$ cat src/sv/jtap_pkg.sv
// ----------------------------------------------------------------------------
// jtap_pkg
// Shared types, constants and the TAP next-state function for the JTAG TAP
// with debug bus access.
// ----------------------------------------------------------------------------
`default_nettype none

package jtap_pkg;

    // Instruction register length and stored opcode width.
    localparam int IR_BITS = 8;
    localparam int OPC_W   = 8;
    localparam int WORD_W  = 32;
    localparam int DR_W    = 2 * WORD_W;

    // APB register map: register i lives at byte address 4*i.
    localparam int APB_AW  = 5;
    localparam int REG_IDX_W = 3;
    localparam logic [REG_IDX_W-1:0] REG_DEVICE_ID  = 3'd0;
    localparam logic [REG_IDX_W-1:0] REG_OP_IDCODE  = 3'd1;
    localparam logic [REG_IDX_W-1:0] REG_OP_SAMPLE  = 3'd2;
    localparam logic [REG_IDX_W-1:0] REG_OP_EXTEST  = 3'd3;
    localparam logic [REG_IDX_W-1:0] REG_OP_BUS_WR  = 3'd4;
    localparam logic [REG_IDX_W-1:0] REG_OP_BUS_RD  = 3'd5;

    // Register reset values.
    localparam logic [WORD_W-1:0] DEVICE_ID_RST = '0;
    localparam logic [OPC_W-1:0]  OP_IDCODE_RST = 8'h01;
    localparam logic [OPC_W-1:0]  OP_SAMPLE_RST = 8'h02;
    localparam logic [OPC_W-1:0]  OP_EXTEST_RST = 8'h00;
    localparam logic [OPC_W-1:0]  OP_BUS_WR_RST = 8'h10;
    localparam logic [OPC_W-1:0]  OP_BUS_RD_RST = 8'h11;

    // Pattern loaded into the instruction shifter in Capture-IR.
    localparam logic [IR_BITS-1:0] IR_CAPTURE = IR_BITS'(1);

    // Input command codes.
    localparam logic [1:0] CMD_TCK   = 2'd0;
    localparam logic [1:0] CMD_TRST  = 2'd1;
    localparam logic [1:0] CMD_RDATA = 2'd2;

    // Data register length codes.
    localparam logic [1:0] LEN_1  = 2'd0;
    localparam logic [1:0] LEN_32 = 2'd1;
    localparam logic [1:0] LEN_64 = 2'd2;

    // TAP state codes.
    localparam logic [3:0] ST_TLR    = 4'd0;
    localparam logic [3:0] ST_RTI    = 4'd1;
    localparam logic [3:0] ST_SEL_DR = 4'd2;
    localparam logic [3:0] ST_CAP_DR = 4'd3;
    localparam logic [3:0] ST_SH_DR  = 4'd4;
    localparam logic [3:0] ST_EX1_DR = 4'd5;
    localparam logic [3:0] ST_PAU_DR = 4'd6;
    localparam logic [3:0] ST_EX2_DR = 4'd7;
    localparam logic [3:0] ST_UPD_DR = 4'd8;
    localparam logic [3:0] ST_SEL_IR = 4'd9;
    localparam logic [3:0] ST_CAP_IR = 4'd10;
    localparam logic [3:0] ST_SH_IR  = 4'd11;
    localparam logic [3:0] ST_EX1_IR = 4'd12;
    localparam logic [3:0] ST_PAU_IR = 4'd13;
    localparam logic [3:0] ST_EX2_IR = 4'd14;
    localparam logic [3:0] ST_UPD_IR = 4'd15;

    // Configuration register set.
    typedef struct packed {
        logic [WORD_W-1:0] device_id;
        logic [OPC_W-1:0]  opcode_idcode;
        logic [OPC_W-1:0]  opcode_sample;
        logic [OPC_W-1:0]  opcode_extest;
        logic [OPC_W-1:0]  opcode_bus_write;
        logic [OPC_W-1:0]  opcode_bus_read;
    } cfg_t;

    // One input item.
    typedef struct packed {
        logic [1:0]        cmd;
        logic              tms;
        logic              tdi;
        logic [WORD_W-1:0] read_data;
    } step_in_t;

    // One result item.
    typedef struct packed {
        logic              tdo_shifted;
        logic              tdo_pin;
        logic [3:0]        tap_state_out;
        logic              bus_request;
        logic              bus_is_write;
        logic [WORD_W-1:0] bus_address;
        logic [WORD_W-1:0] bus_write_data;
    } result_t;

    // TAP state transition on a rising TCK edge.
    function automatic logic [3:0] tap_transition(input logic [3:0] st, input logic tms);
        logic [3:0] nxt;
        unique case (st)
            ST_TLR:    nxt = tms ? ST_TLR    : ST_RTI;
            ST_RTI:    nxt = tms ? ST_SEL_DR : ST_RTI;
            ST_SEL_DR: nxt = tms ? ST_SEL_IR : ST_CAP_DR;
            ST_CAP_DR: nxt = tms ? ST_EX1_DR : ST_SH_DR;
            ST_SH_DR:  nxt = tms ? ST_EX1_DR : ST_SH_DR;
            ST_EX1_DR: nxt = tms ? ST_UPD_DR : ST_PAU_DR;
            ST_PAU_DR: nxt = tms ? ST_EX2_DR : ST_PAU_DR;
            ST_EX2_DR: nxt = tms ? ST_UPD_DR : ST_SH_DR;
            ST_UPD_DR: nxt = tms ? ST_SEL_DR : ST_RTI;
            ST_SEL_IR: nxt = tms ? ST_TLR    : ST_CAP_IR;
            ST_CAP_IR: nxt = tms ? ST_EX1_IR : ST_SH_IR;
            ST_SH_IR:  nxt = tms ? ST_EX1_IR : ST_SH_IR;
            ST_EX1_IR: nxt = tms ? ST_UPD_IR : ST_PAU_IR;
            ST_PAU_IR: nxt = tms ? ST_EX2_IR : ST_PAU_IR;
            ST_EX2_IR: nxt = tms ? ST_UPD_IR : ST_SH_IR;
            ST_UPD_IR: nxt = tms ? ST_SEL_DR : ST_RTI;
            default:   nxt = ST_TLR;
        endcase
        return nxt;
    endfunction

endpackage

`default_nettype wire

$ cat src/sv/jtap_if.sv
// ----------------------------------------------------------------------------
// jtap_if
// Valid/ready channel interfaces for the TAP input items and result items.
// ----------------------------------------------------------------------------
`default_nettype none

interface jtap_in_if;
    import jtap_pkg::*;

    logic              valid;
    logic              ready;
    logic [1:0]        cmd;
    logic              tms;
    logic              tdi;
    logic [WORD_W-1:0] read_data;

    modport source (output valid, cmd, tms, tdi, read_data, input ready);
    modport sink   (input valid, cmd, tms, tdi, read_data, output ready);
endinterface

interface jtap_out_if;
    import jtap_pkg::*;

    logic              valid;
    logic              ready;
    logic              tdo_shifted;
    logic              tdo_pin;
    logic [3:0]        tap_state_out;
    logic              bus_request;
    logic              bus_is_write;
    logic [WORD_W-1:0] bus_address;
    logic [WORD_W-1:0] bus_write_data;

    modport source (output valid, tdo_shifted, tdo_pin, tap_state_out, bus_request,
                    bus_is_write, bus_address, bus_write_data, input ready);
    modport sink   (input valid, tdo_shifted, tdo_pin, tap_state_out, bus_request,
                    bus_is_write, bus_address, bus_write_data, output ready);
endinterface

`default_nettype wire

$ cat src/sv/jtap_cfg.sv
// ----------------------------------------------------------------------------
// jtap_cfg
// APB register file holding the IDCODE word and the instruction opcodes.
// ----------------------------------------------------------------------------
`default_nettype none

module jtap_cfg
    import jtap_pkg::*;
(
    input  wire logic              clk,
    input  wire logic              rst_n,
    input  wire logic              psel,
    input  wire logic              penable,
    input  wire logic              pwrite,
    input  wire logic [APB_AW-1:0] paddr,
    input  wire logic [WORD_W-1:0] pwdata,
    output logic      [WORD_W-1:0] prdata,
    output logic                   pready,
    output cfg_t                   cfg
);

    cfg_t                 cfg_reg;
    logic                 wr_en;
    logic [REG_IDX_W-1:0] reg_idx;

    assign pready  = 1'b1;
    assign wr_en   = psel && penable && pwrite;
    assign reg_idx = paddr[APB_AW-1:2];
    assign cfg     = cfg_reg;

    // Register writes in the APB access phase.
    always_ff @(posedge clk or negedge rst_n)
    begin
        if (!rst_n)
        begin
            cfg_reg.device_id        <= DEVICE_ID_RST;
            cfg_reg.opcode_idcode    <= OP_IDCODE_RST;
            cfg_reg.opcode_sample    <= OP_SAMPLE_RST;
            cfg_reg.opcode_extest    <= OP_EXTEST_RST;
            cfg_reg.opcode_bus_write <= OP_BUS_WR_RST;
            cfg_reg.opcode_bus_read  <= OP_BUS_RD_RST;
        end
        else if (wr_en)
        begin
            unique case (reg_idx)
                REG_DEVICE_ID: cfg_reg.device_id        <= pwdata;
                REG_OP_IDCODE: cfg_reg.opcode_idcode    <= pwdata[OPC_W-1:0];
                REG_OP_SAMPLE: cfg_reg.opcode_sample    <= pwdata[OPC_W-1:0];
                REG_OP_EXTEST: cfg_reg.opcode_extest    <= pwdata[OPC_W-1:0];
                REG_OP_BUS_WR: cfg_reg.opcode_bus_write <= pwdata[OPC_W-1:0];
                REG_OP_BUS_RD: cfg_reg.opcode_bus_read  <= pwdata[OPC_W-1:0];
                default: ;
            endcase
        end
    end

    // Read-back multiplexer.
    always_comb
    begin
        unique case (reg_idx)
            REG_DEVICE_ID: prdata = cfg_reg.device_id;
            REG_OP_IDCODE: prdata = WORD_W'(cfg_reg.opcode_idcode);
            REG_OP_SAMPLE: prdata = WORD_W'(cfg_reg.opcode_sample);
            REG_OP_EXTEST: prdata = WORD_W'(cfg_reg.opcode_extest);
            REG_OP_BUS_WR: prdata = WORD_W'(cfg_reg.opcode_bus_write);
            REG_OP_BUS_RD: prdata = WORD_W'(cfg_reg.opcode_bus_read);
            default:       prdata = '0;
        endcase
    end

endmodule

`default_nettype wire

$ cat src/sv/jtap_engine.sv
// ----------------------------------------------------------------------------
// jtap_engine
// TAP state machine, instruction and data shifters, boundary word and debug
// bus bookkeeping. Computes one step per enabled cycle.
// ----------------------------------------------------------------------------
`default_nettype none

module jtap_engine
    import jtap_pkg::*;
(
    input  wire logic     clk,
    input  wire logic     rst_n,
    input  wire cfg_t     cfg,
    input  wire logic     step_en,
    input  wire step_in_t step_in,
    output result_t       res
);

    logic [3:0]         state_reg,     state_next;
    logic [OPC_W-1:0]   instr_reg,     instr_next;
    logic [IR_BITS-1:0] ir_shift_reg,  ir_shift_next;
    logic [DR_W-1:0]    dr_shift_reg,  dr_shift_next;
    logic [1:0]         dr_len_reg,    dr_len_next;
    logic               tdo_hold_reg,  tdo_hold_next;
    logic [WORD_W-1:0]  boundary_reg,  boundary_next;
    logic [WORD_W-1:0]  last_addr_reg, last_addr_next;
    logic [WORD_W-1:0]  last_rd_reg,   last_rd_next;

    logic       tdo_now;
    logic [3:0] tap_nxt;
    logic       is_idcode, is_sample, is_extest, is_bus_wr, is_bus_rd;

    // Instruction decode, first match wins.
    always_comb
    begin
        is_idcode = 1'b0;
        is_sample = 1'b0;
        is_extest = 1'b0;
        is_bus_wr = 1'b0;
        is_bus_rd = 1'b0;
        priority if (instr_reg == cfg.opcode_idcode)    is_idcode = 1'b1;
        else if (instr_reg == cfg.opcode_sample)        is_sample = 1'b1;
        else if (instr_reg == cfg.opcode_extest)        is_extest = 1'b1;
        else if (instr_reg == cfg.opcode_bus_write)     is_bus_wr = 1'b1;
        else if (instr_reg == cfg.opcode_bus_read)      is_bus_rd = 1'b1;
        else ;
    end

    // TDO level presented by the current state.
    assign tdo_now = (state_reg == ST_SH_DR) ? dr_shift_reg[0] :
                     (state_reg == ST_SH_IR) ? ir_shift_reg[0] : tdo_hold_reg;
    assign tap_nxt = tap_transition(state_reg, step_in.tms);

    // Step logic for one input item.
    always_comb
    begin
        state_next     = state_reg;
        instr_next     = instr_reg;
        ir_shift_next  = ir_shift_reg;
        dr_shift_next  = dr_shift_reg;
        dr_len_next    = dr_len_reg;
        tdo_hold_next  = tdo_hold_reg;
        boundary_next  = boundary_reg;
        last_addr_next = last_addr_reg;
        last_rd_next   = last_rd_reg;

        res.tdo_shifted    = 1'b0;
        res.bus_request    = 1'b0;
        res.bus_is_write   = 1'b0;
        res.bus_address    = '0;
        res.bus_write_data = '0;

        unique case (step_in.cmd)
            CMD_TCK:
            begin
                res.tdo_shifted = tdo_now;
                tdo_hold_next   = tdo_now;

                // Shift on leaving a shift state; TDI enters at the top of the
                // selected register length.
                if (state_reg == ST_SH_DR)
                begin
                    dr_shift_next = dr_shift_reg >> 1;
                    unique case (dr_len_reg)
                        LEN_64:  dr_shift_next[DR_W-1]   = step_in.tdi;
                        LEN_32:  dr_shift_next[WORD_W-1] = dr_shift_next[WORD_W-1] | step_in.tdi;
                        default: dr_shift_next[0]        = dr_shift_next[0] | step_in.tdi;
                    endcase
                end
                else if (state_reg == ST_SH_IR)
                begin
                    ir_shift_next = {step_in.tdi, ir_shift_reg[IR_BITS-1:1]};
                end

                // Actions on entering the new state.
                unique case (tap_nxt)
                    ST_TLR:
                    begin
                        instr_next = cfg.opcode_idcode;
                    end
                    ST_CAP_DR:
                    begin
                        if (is_idcode)
                        begin
                            dr_shift_next = DR_W'(cfg.device_id);
                            dr_len_next   = LEN_32;
                        end
                        else if (is_sample || is_extest)
                        begin
                            dr_shift_next = DR_W'(boundary_reg);
                            dr_len_next   = LEN_32;
                        end
                        else if (is_bus_wr)
                        begin
                            dr_shift_next = '0;
                            dr_len_next   = LEN_64;
                        end
                        else if (is_bus_rd)
                        begin
                            dr_shift_next = {last_addr_reg, last_rd_reg};
                            dr_len_next   = LEN_64;
                        end
                        else
                        begin
                            dr_shift_next = '0;
                            dr_len_next   = LEN_1;
                        end
                    end
                    ST_CAP_IR:
                    begin
                        ir_shift_next = IR_CAPTURE;
                    end
                    ST_UPD_DR:
                    begin
                        if (is_bus_wr || is_bus_rd)
                        begin
                            last_addr_next   = dr_shift_next[DR_W-1:WORD_W];
                            res.bus_request  = 1'b1;
                            res.bus_address  = dr_shift_next[DR_W-1:WORD_W];
                            res.bus_is_write = is_bus_wr;
                            if (is_bus_wr)
                            begin
                                res.bus_write_data = dr_shift_next[WORD_W-1:0];
                            end
                        end
                        else if (is_extest)
                        begin
                            boundary_next = dr_shift_next[WORD_W-1:0];
                        end
                    end
                    ST_UPD_IR:
                    begin
                        instr_next = OPC_W'(ir_shift_next);
                    end
                    default: ;
                endcase
                state_next = tap_nxt;
            end
            CMD_TRST:
            begin
                state_next = ST_TLR;
                instr_next = cfg.opcode_idcode;
            end
            CMD_RDATA:
            begin
                last_rd_next = step_in.read_data;
            end
            default: ;
        endcase

        res.tap_state_out = state_next;
        res.tdo_pin = (state_next == ST_SH_DR) ? dr_shift_next[0] :
                      (state_next == ST_SH_IR) ? ir_shift_next[0] : tdo_hold_next;
    end

    // State registers.
    always_ff @(posedge clk or negedge rst_n)
    begin
        if (!rst_n)
        begin
            state_reg     <= ST_TLR;
            instr_reg     <= OP_IDCODE_RST;
            ir_shift_reg  <= '0;
            dr_shift_reg  <= '0;
            dr_len_reg    <= LEN_1;
            tdo_hold_reg  <= 1'b0;
            boundary_reg  <= '0;
            last_addr_reg <= '0;
            last_rd_reg   <= '0;
        end
        else if (step_en)
        begin
            state_reg     <= state_next;
            instr_reg     <= instr_next;
            ir_shift_reg  <= ir_shift_next;
            dr_shift_reg  <= dr_shift_next;
            dr_len_reg    <= dr_len_next;
            tdo_hold_reg  <= tdo_hold_next;
            boundary_reg  <= boundary_next;
            last_addr_reg <= last_addr_next;
            last_rd_reg   <= last_rd_next;
        end
    end

endmodule

`default_nettype wire

$ cat src/sv/jtag_tap_with_debug_bus_access_core.sv
// ----------------------------------------------------------------------------
// jtag_tap_with_debug_bus_access_core
// JTAG TAP controller with IDCODE, SAMPLE/EXTEST boundary word, BYPASS and a
// 64-bit debug bus access register, configured over APB.
//
//   Channel   Direction   Handshake           Moves
//   req_ch    in          valid/ready         one TCK edge, TRST or read return
//   rsp_ch    out         valid/ready         one result per input transaction
//   APB       in/out      psel/penable/pready IDCODE word and opcode registers
//
// One transaction is accepted per cycle. A result passes through the input
// register and then the result register, with the state update done
// combinationally between them.
// The input register accepts a new transaction while a result waits, so the
// rate is one per cycle as long as rsp_ch.ready is high; a stalled result
// holds its register and backs up into req_ch.ready.
// Reset (rst_n low) returns the TAP to Test-Logic-Reset with IDCODE loaded.
// ----------------------------------------------------------------------------
`default_nettype none

module jtag_tap_with_debug_bus_access_core
    import jtap_pkg::*;
(
    input  wire logic              clk,
    input  wire logic              rst_n,
    jtap_in_if.sink                req_ch,
    jtap_out_if.source             rsp_ch,
    input  wire logic              psel,
    input  wire logic              penable,
    input  wire logic              pwrite,
    input  wire logic [APB_AW-1:0] paddr,
    input  wire logic [WORD_W-1:0] pwdata,
    output logic      [WORD_W-1:0] prdata,
    output logic                   pready
);

    cfg_t     cfg;
    logic     in_valid_reg, in_valid_next;
    step_in_t in_data_reg;
    logic     out_valid_reg, out_valid_next;
    result_t  out_data_reg;
    result_t  step_res;
    logic     advance;
    logic     in_take;

    jtap_cfg u_cfg (
        .clk     (clk),
        .rst_n   (rst_n),
        .psel    (psel),
        .penable (penable),
        .pwrite  (pwrite),
        .paddr   (paddr),
        .pwdata  (pwdata),
        .prdata  (prdata),
        .pready  (pready),
        .cfg     (cfg)
    );

    jtap_engine u_engine (
        .clk     (clk),
        .rst_n   (rst_n),
        .cfg     (cfg),
        .step_en (advance),
        .step_in (in_data_reg),
        .res     (step_res)
    );

    // Handshake control: the staged item steps when the result slot is free or is being taken.
    assign advance       = in_valid_reg && (!out_valid_reg || rsp_ch.ready);
    assign req_ch.ready  = !in_valid_reg || advance;
    assign in_take       = req_ch.valid && req_ch.ready;
    assign in_valid_next = in_take ? 1'b1 : (advance ? 1'b0 : in_valid_reg);
    assign out_valid_next = advance ? 1'b1 : (rsp_ch.ready ? 1'b0 : out_valid_reg);

    always_ff @(posedge clk or negedge rst_n)
    begin
        if (!rst_n)
        begin
            in_valid_reg  <= 1'b0;
            out_valid_reg <= 1'b0;
        end
        else
        begin
            in_valid_reg  <= in_valid_next;
            out_valid_reg <= out_valid_next;
        end
    end

    // Input and result payload registers.
    always_ff @(posedge clk)
    begin
        if (in_take)
        begin
            in_data_reg.cmd       <= req_ch.cmd;
            in_data_reg.tms       <= req_ch.tms;
            in_data_reg.tdi       <= req_ch.tdi;
            in_data_reg.read_data <= req_ch.read_data;
        end
        if (advance)
        begin
            out_data_reg <= step_res;
        end
    end

    // Result channel.
    assign rsp_ch.valid          = out_valid_reg;
    assign rsp_ch.tdo_shifted    = out_data_reg.tdo_shifted;
    assign rsp_ch.tdo_pin        = out_data_reg.tdo_pin;
    assign rsp_ch.tap_state_out  = out_data_reg.tap_state_out;
    assign rsp_ch.bus_request    = out_data_reg.bus_request;
    assign rsp_ch.bus_is_write   = out_data_reg.bus_is_write;
    assign rsp_ch.bus_address    = out_data_reg.bus_address;
    assign rsp_ch.bus_write_data = out_data_reg.bus_write_data;

endmodule

`default_nettype wire

$ cat src/flat_wrapper.sv
// flat-port wrapper written by rule: the top's interface ports become plain ports
module jtag_tap_with_debug_bus_access_core_flat import jtap_pkg::*;
  (clk, rst_n, psel, penable, pwrite, paddr, pwdata, prdata, pready, req_ch_valid, req_ch_cmd, req_ch_tms, req_ch_tdi, req_ch_read_data, req_ch_ready, rsp_ch_valid, rsp_ch_tdo_shifted, rsp_ch_tdo_pin, rsp_ch_tap_state_out, rsp_ch_bus_request, rsp_ch_bus_is_write, rsp_ch_bus_address, rsp_ch_bus_write_data, rsp_ch_ready);
  jtap_in_if req_ch_i ();
  jtap_out_if rsp_ch_i ();
  input  wire logic clk;
  input  wire logic rst_n;
  input  wire logic psel;
  input  wire logic penable;
  input  wire logic pwrite;
  input  wire logic [APB_AW-1:0] paddr;
  input  wire logic [WORD_W-1:0] pwdata;
  output logic      [WORD_W-1:0] prdata;
  output logic pready;
  input wire logic [$bits(req_ch_i.valid)-1:0] req_ch_valid;
  input wire logic [$bits(req_ch_i.cmd)-1:0] req_ch_cmd;
  input wire logic [$bits(req_ch_i.tms)-1:0] req_ch_tms;
  input wire logic [$bits(req_ch_i.tdi)-1:0] req_ch_tdi;
  input wire logic [$bits(req_ch_i.read_data)-1:0] req_ch_read_data;
  output wire logic [$bits(req_ch_i.ready)-1:0] req_ch_ready;
  output wire logic [$bits(rsp_ch_i.valid)-1:0] rsp_ch_valid;
  output wire logic [$bits(rsp_ch_i.tdo_shifted)-1:0] rsp_ch_tdo_shifted;
  output wire logic [$bits(rsp_ch_i.tdo_pin)-1:0] rsp_ch_tdo_pin;
  output wire logic [$bits(rsp_ch_i.tap_state_out)-1:0] rsp_ch_tap_state_out;
  output wire logic [$bits(rsp_ch_i.bus_request)-1:0] rsp_ch_bus_request;
  output wire logic [$bits(rsp_ch_i.bus_is_write)-1:0] rsp_ch_bus_is_write;
  output wire logic [$bits(rsp_ch_i.bus_address)-1:0] rsp_ch_bus_address;
  output wire logic [$bits(rsp_ch_i.bus_write_data)-1:0] rsp_ch_bus_write_data;
  input wire logic [$bits(rsp_ch_i.ready)-1:0] rsp_ch_ready;
  assign req_ch_i.valid = req_ch_valid;
  assign req_ch_i.cmd = req_ch_cmd;
  assign req_ch_i.tms = req_ch_tms;
  assign req_ch_i.tdi = req_ch_tdi;
  assign req_ch_i.read_data = req_ch_read_data;
  assign req_ch_ready = req_ch_i.ready;
  assign rsp_ch_valid = rsp_ch_i.valid;
  assign rsp_ch_tdo_shifted = rsp_ch_i.tdo_shifted;
  assign rsp_ch_tdo_pin = rsp_ch_i.tdo_pin;
  assign rsp_ch_tap_state_out = rsp_ch_i.tap_state_out;
  assign rsp_ch_bus_request = rsp_ch_i.bus_request;
  assign rsp_ch_bus_is_write = rsp_ch_i.bus_is_write;
  assign rsp_ch_bus_address = rsp_ch_i.bus_address;
  assign rsp_ch_bus_write_data = rsp_ch_i.bus_write_data;
  assign rsp_ch_i.ready = rsp_ch_ready;
  jtag_tap_with_debug_bus_access_core u_core (.clk(clk), .rst_n(rst_n), .req_ch(req_ch_i), .rsp_ch(rsp_ch_i), .psel(psel), .penable(penable), .pwrite(pwrite), .paddr(paddr), .pwdata(pwdata), .prdata(prdata), .pready(pready));
endmodule
$ cat config.mk
export PLATFORM = sky130hd
export DESIGN_NAME = jtag_tap_with_debug_bus_access_core_flat
export DESIGN_NICKNAME = d
export VERILOG_FILES = /design/src/sv/jtap_pkg.sv /design/src/sv/jtap_if.sv /design/src/sv/jtap_cfg.sv /design/src/sv/jtap_engine.sv /design/src/sv/jtag_tap_with_debug_bus_access_core.sv /design/src/flat_wrapper.sv
export SDC_FILE = /design/constraint.sdc
export NUM_CORES = 1
export LEC_CHECK = 0
export ABC_AREA = 1
export BUFFER_PORTS_ARGS = -buffer_cell sky130_fd_sc_hd__buf_2
export CORE_ASPECT_RATIO = 1.25
export CORE_UTILIZATION = 59
export DETAILED_ROUTE_END_ITERATION = 6
export PLACE_DENSITY = 0.78
export SETUP_SLACK_MARGIN = 0.15
export SKIP_LAST_GASP = 1
export SLEW_MARGIN = 10
export SYNTH_ARGS = -nofsm -noshare
export SYNTH_HDL_FRONTEND = slang
export SYNTH_HIERARCHICAL = 1
export SYNTH_SLANG_ARGS = --single-unit
$ cat constraint.sdc
create_clock -name clk -period 7.4 [get_ports clk]
set_input_delay 0.37 -clock clk [delete_from_list [all_inputs] [get_ports clk]]
set_output_delay 0.37 -clock clk [all_outputs]
set_load 0.005 [all_outputs]
; ---- After elaboration in Yosys (flattened, before gate mapping)
; Index checks and enable logic that the tools add are counted.
[totals]
register_bits = 365
out_inout_bits = 107
[op_classes]
n_eq_ne = 36
n_mux = 61
bitwise = 3
reduce_logical = 36
[op_table]
columns = cell, count
row1 = $mux 64, 6
row2 = $pmux 32 s6, 1
row3 = $mux 66, 1
row4 = $eq 4x4->1 const B, 12
row5 = $pmux 4 s12, 1
row6 = $eq 8x8->1, 5
row7 = $mux 1, 32
row8 = $mux 32, 1
row9 = $pmux 8 s2, 2
row10 = $mux 8, 3
row11 = $eq 4x3->1 const B, 5
row12 = $reduce_and 2->1, 9
row13 = $mux 4, 4
row14 = $mux 2, 7
row15 = $eq 4x2->1 const B, 3
row16 = $reduce_and 3->1, 3
row17 = $logic_not 4->1, 2
row18 = $pmux 4 s2, 1
row19 = $reduce_and 4->1, 2
row20 = $eq 3x2->1 const B, 2
row21 = $eq 3x3->1 const B, 2
row22 = $mux 3, 2
row23 = $reduce_bool 2->1, 3
row24 = $reduce_or 2->1, 3
row25 = other kinds (14), 24

; ---- Longest topological paths before layout
[depth]
depth_word = 13
depth_mapped = 15
depth_no_buf = 15

; ---- Hierarchy
; Netlist, hierarchy kept.
[by_module_without_submodules]
columns = module, instances, cells_each, area_each_um2, seq_area_each_um2
row1 = jtap_engine, 1, 1369, 10674.0, 4580.6
row2 = jtap_cfg, 1, 437, 3567.2, 1808.0
row3 = jtag_tap_with_debug_bus_access_core, 1, 120, 3338.2, 3293.2

; ---- Worst setup path before layout
; Ideal clock, no wire load.
[synth_timing]
path_kind = register to register
from = register u_core.out_valid_reg (netlist: u_core/rsp_ch.valid)
to = register u_core.u_engine.boundary_reg[27]
setup_time_ns = 0.133
t_arrival_ns = 6.587
required_time_ns = 7.267
slack_ns = 0.680
stages_incl_launch_ff = 10
path_buffers = 1
cell_sequence = dfrtp_1 > a21oi_1 > clkinv_1 > nor2_2 > inv_2 > nor2_1 > nand3_2 > clkbuf_1 > nand2_1 > o21ai_0
[synth_via]
elab_chain_len = 4
[synth_rtl]
columns = item, line_no
row1 = start: declaration, jtag_tap_with_debug_bus_access_core.sv:40  ; logic out_valid_reg, out_valid_next;
row2 = start signal: assignment, jtag_tap_with_debug_bus_access_core.sv:85  ; out_valid_reg <= out_valid_next;
row3 = $logic_not 1->1, jtag_tap_with_debug_bus_access_core.sv:69  ; assign advance = in_valid_reg && (!out_valid_reg || rsp_ch.ready);
row4 = $logic_or 1x1->1, jtag_tap_with_debug_bus_access_core.sv:69
row5 = $logic_and 1x1->1, jtag_tap_with_debug_bus_access_core.sv:69
row6 = net u_core.advance, jtag_tap_with_debug_bus_access_core.sv:43  ; logic advance;
row7 = $reduce_and 5->1 (no source line), -
row8 = end signal: assignment, jtap_engine.sv:199  ; boundary_reg <= boundary_next;
row9 = end: declaration, jtap_engine.sv:25  ; logic [WORD_W-1:0] boundary_reg, boundary_next;
; The timed path passes the listed nets, and every way through them passes these cells.
; A chain may end at the register's enable or synchronous reset.

; ---- Worst setup path in the final report
[layout_timing]
from = register u_core.u_engine.instr_reg[3]
to = register u_core.u_engine.last_addr_reg[1]
[layout_via]
elab_chain_len = 8
word_cells_on_any_way = 16
classes_between = eq/ne: 5 / mux: 9 / reduce/logical: 2
[layout_rtl]
columns = item, line_no
row1 = start: declaration, jtap_engine.sv:20  ; logic [OPC_W-1:0] instr_reg, instr_next;
row2 = start signal: assignment, jtap_engine.sv:194  ; instr_reg <= instr_next;
row3 = $eq 8x8->1, jtap_engine.sv:45  ; else if (instr_reg == cfg.opcode_bus_read) is_bus_rd = 1'b1;
row4 = $mux 1, jtap_engine.sv:45
row5 = $mux 1, jtap_engine.sv:44  ; else if (instr_reg == cfg.opcode_bus_write) is_bus_wr = 1'b1;
row6 = $mux 1, jtap_engine.sv:43  ; else if (instr_reg == cfg.opcode_extest) is_extest = 1'b1;
row7 = $mux 1, jtap_engine.sv:42  ; else if (instr_reg == cfg.opcode_sample) is_sample = 1'b1;
row8 = $mux 1, jtap_engine.sv:41  ; priority if (instr_reg == cfg.opcode_idcode) is_idcode = 1'b1;
row9 = $logic_or 1x1->1 *, jtap_engine.sv:135  ; if (is_bus_wr || is_bus_rd)
row10 = $reduce_and 4->1 (no source line) *, -
row11 = end signal: assignment, jtap_engine.sv:200  ; last_addr_reg <= last_addr_next;
row12 = end: declaration, jtap_engine.sv:26  ; logic [WORD_W-1:0] last_addr_reg, last_addr_next;
; Mark *: on every way between the ends. The rest lies on a longest branch, timed or not.

==> results_dict.tcl <==
set metrics [dict create \
    detailroute.via_count 14300 \
    dr.pass1.iters 5 \
    detailed_place.area_um2 18600 \
    initial_antenna_violation_count 1 \
    number_of_global_route_vias_before_repair 14000 \
    yosys.cell_types.count 45 \
    unrepaired_setup_endpoints_after_global_routing "no" \
    hold_class "in2reg" \
    cts_buffers 38 \
    cts_tree "yes" \
    row_count 70 \
    clk_pin_slew_worst_paths_ps 60 \
    worstSkewPairLatency_ps 530 \
    wl_um 43900 \
    ranking_of_synthesized_cells_by_instance_count "481 x sky130_fd_sc_hd__nand2_1, 251 x sky130_fd_sc_hd__dfrtp_1, 162 x sky130_fd_sc_hd__inv_1" \
    floorplan.io_pins 187 \
    detail_route.iter0.violations 1358 \
    cts-root-buf "sky130_fd_sc_hd__clkbuf_16" \
    detailedPlace.worstSlack_ps 4030 \
    avg_wl_per_cell_um 17.8 \
    syn-instance-count 1926 \
    area_fraction_of_the_dominant_cell_type_after_synthesis_pct 35.7 \
    grt_max_degree 140 \
    fp.dieW_um 156 \
    yosys_register_bits 365 \
    place.detailed.hpwl_um 26800 \
    fin_cells 2472 \
    via_density_per_instance 5.78 \
    antenna_nets_post_route 0 \
    synthesis.nets 2008 \
    critical_path.slowest_cell "sky130_fd_sc_hd__buf_4" \
    proportion_of_register_bits_with_asynchronous_set_or_reset_after_synthesis_pct 70.4 \
    cts_setup_buffers 0 \
    power_leakage_nw 9.38 \
    worst-endpoint-required_ps 7780 \
    die_height_um 195 \
    wire_length_of_the_first_global_routing_pass_um 71300 \
    worstSetupEndpointType "flip-flop" \
    synth_area_leaders "sky130_fd_sc_hd__dfrtp_1 36%, sky130_fd_sc_hd__edfxtp_1 18%, sky130_fd_sc_hd__nand2_1 10%" \
    largest_reg_flops 72 \
    run_status "finished clean" \
    final_core_util_pct 67.9 \
    crit_arrival_ps 3790 \
    grt_remaining_overflow 0 \
    area.growth.synth_to_final_pct 13.0 \
    effective_utilization_at_floorplan_pct 60.1 \
    cell_repeated_most_along_the_worst_path "sky130_fd_sc_hd__inv_1" \
    cts_num_sinks 365 \
    fin_skew_ps 19.2 \
    crit_type "reg2reg" \
    vdd_ir_drop_max_mv 0.202 \
    max-slew-margin-rel_pct 19.0 \
    yosys_warnings 6 \
    ys_seq_area_share_pct 55.1 \
    cts-htree-levels 2 \
    io_buffers 183 \
    timing.final.setup_violations 0 \
    worstSetupStartpointType "flip-flop" \
    postSynthAreaPerCell_um2 9.13 \
    setup_slack_ps 3990 \
    design.final.nets 2128 \
    dp.cells 2401 \
    clock_period_minus_final_worst_setup_slack_ps 3410 \
    globalRouteTotalUtil_pct 29.5 \
    floorplan.core_area_um2 29300 \
    routabilityCongestion 0.890 \
    design.die.area_um2 30500 \
    max_clock_freq_mhz 293 \
    post-synth-top-count-cell "sky130_fd_sc_hd__nand2_1" \
    crit_path_cell_trace "inv_1, or2_1, nand4_1, nor2_1, nand2_2, buf_4, nand3_2, inv_1, o21ai_1, nor2_4, nand2_4, nand2_1, o21ai_2" \
    cell_area_after_layout_um2 19900 \
    synthesis.area_um2 17600 \
    synthFlopType "sky130_fd_sc_hd__dfrtp_1" \
    fin_crit_sh_pct 46.1 \
    max_cap_violations 0 \
    timing.final.hold_violations 0 \
    critPathMaxFanout 67 \
    report.final.slew_viol_count 0 \
    ctsLongestPathBuffers 3 \
    worst_slew_pin_slew_ps 1210 \
    power-per-cell-area_nw_per_um2 317 \
    synth.largest_area_cell "sky130_fd_sc_hd__dfrtp_1" \
    totalNegativeSetupSlack_ps 0 \
    post-route-drc-count 0 \
    post_route_cells_drive_above_1_share_pct 19.9 \
    synth_enable_flop_cells 108 \
    critPathMaxStageDelay_ps 580 \
]
[power by group]
group / internal, mW / switching (mW)
Sequential: 2.47 / 0.324
Clock: 1.22 / 0.782
Combinational: 0.515 / 0.988
Total: 4.21 / 2.09
[critical path, delay by kind of cell, from the launching register on]
family | cells | cell delay, ps
AO/OA/AOI/OAI | 2 | 210
AND/OR/NAND/NOR | 8 | 1720
buffers and inverters | 3 | 830
flip-flops | 1 | 480
[cell type report]
cell class	instances	area [um^2]
Sequential cell	365	9680
Timing Repair Buffer	198	1050
Clock buffer	56	1080
Tap cell	396	495
Multi-Input combinational cell	1268	6670
Fill cell	2313	9380
Clock inverter	13	220
Antenna cell	1	2.50
Inverter	175	667
[metal layers]
metal,share of wire [%],track usage (%),vias up
li1,-,-,6630
met2,49,49.1,648
met5,0,0,-
met1,41,39.5,6891
met3,6.2,3.73,110
met4,3.3,11.2,0
[cells in the final DEF (no fill, tap or decap), types with 5 or more instances in the layout]
cell type / instances
sky130_fd_sc_hd__nand2_1: 480
sky130_fd_sc_hd__dfrtp_1: 251
sky130_fd_sc_hd__buf_2: 182
sky130_fd_sc_hd__inv_1: 162
sky130_fd_sc_hd__o21ai_0: 153
sky130_fd_sc_hd__nor2_1: 128
sky130_fd_sc_hd__nand3_1: 124
sky130_fd_sc_hd__edfxtp_1: 108
sky130_fd_sc_hd__nand4_1: 84
sky130_fd_sc_hd__o21ai_2: 41
sky130_fd_sc_hd__clkbuf_16: 39
sky130_fd_sc_hd__o21ai_1: 37
sky130_fd_sc_hd__nand2_2: 34
sky130_fd_sc_hd__mux2_2: 32
sky130_fd_sc_hd__mux2i_1: 30
sky130_fd_sc_hd__a22oi_1: 25
sky130_fd_sc_hd__xor2_1: 14
sky130_fd_sc_hd__clkbuf_1: 13
sky130_fd_sc_hd__buf_4: 13
sky130_fd_sc_hd__o22ai_1: 13
sky130_fd_sc_hd__a21oi_1: 12
sky130_fd_sc_hd__xnor2_1: 11
sky130_fd_sc_hd__inv_2: 10
sky130_fd_sc_hd__nor2_4: 10
sky130_fd_sc_hd__bufinv_16: 6
sky130_fd_sc_hd__dfstp_2: 6
sky130_fd_sc_hd__nand3_2: 5
sky130_fd_sc_hd__nor2_2: 5
[logic make-up after synthesis]
logic type,share of synthesized area [%]
fa+ha+maj,0.142
other cells,0.0213
buf+inv,7.25
simple gates,23.0
xor+xnor,1.25
mux,3.76
flops,55.1
compound gates,9.52
[repair_timing]
item,in CTS,in global routing
endpoints found under the hold margin,5,0
hold buffers,1,0
resized for setup,0,0
[path summary, 6_finish.rpt]
| path | startpoint | to | slack [ps] | depth (start not counted) |
|---|---|---|---|---|
| worst min-delay path | req_ch_read_data[8] | u_core/in_data_reg[8] | 10 | 1 |
| worst max-delay path | u_core/u_engine/instr_reg[3] | u_core/u_engine/last_addr_reg[1] | 3990 | 13 |
| min in group asynchronous | rst_n | u_core/u_engine/last_addr_reg[18] | 470 | 2 |
| max in group asynchronous | rst_n | u_core/u_engine/last_addr_reg[24] | 5650 | 3 |
| worst min register to register | u_core/in_data_reg[6] | u_core/u_engine/last_rd_reg[6] | 480 | 1 |
| worst max register to register | u_core/u_engine/instr_reg[3] | u_core/u_engine/last_addr_reg[1] | 3990 | 13 |
[metrics by stage]
step	hold WS (ps)	power [mW]
after floorplan	74.4	3.83
after global placement	459	4.22
after detailed placement	465	4.29
after CTS	5.64	6.30
after global routing	0.874	6.63
final	14.9	6.30
(Power assumes the default switching activity.)
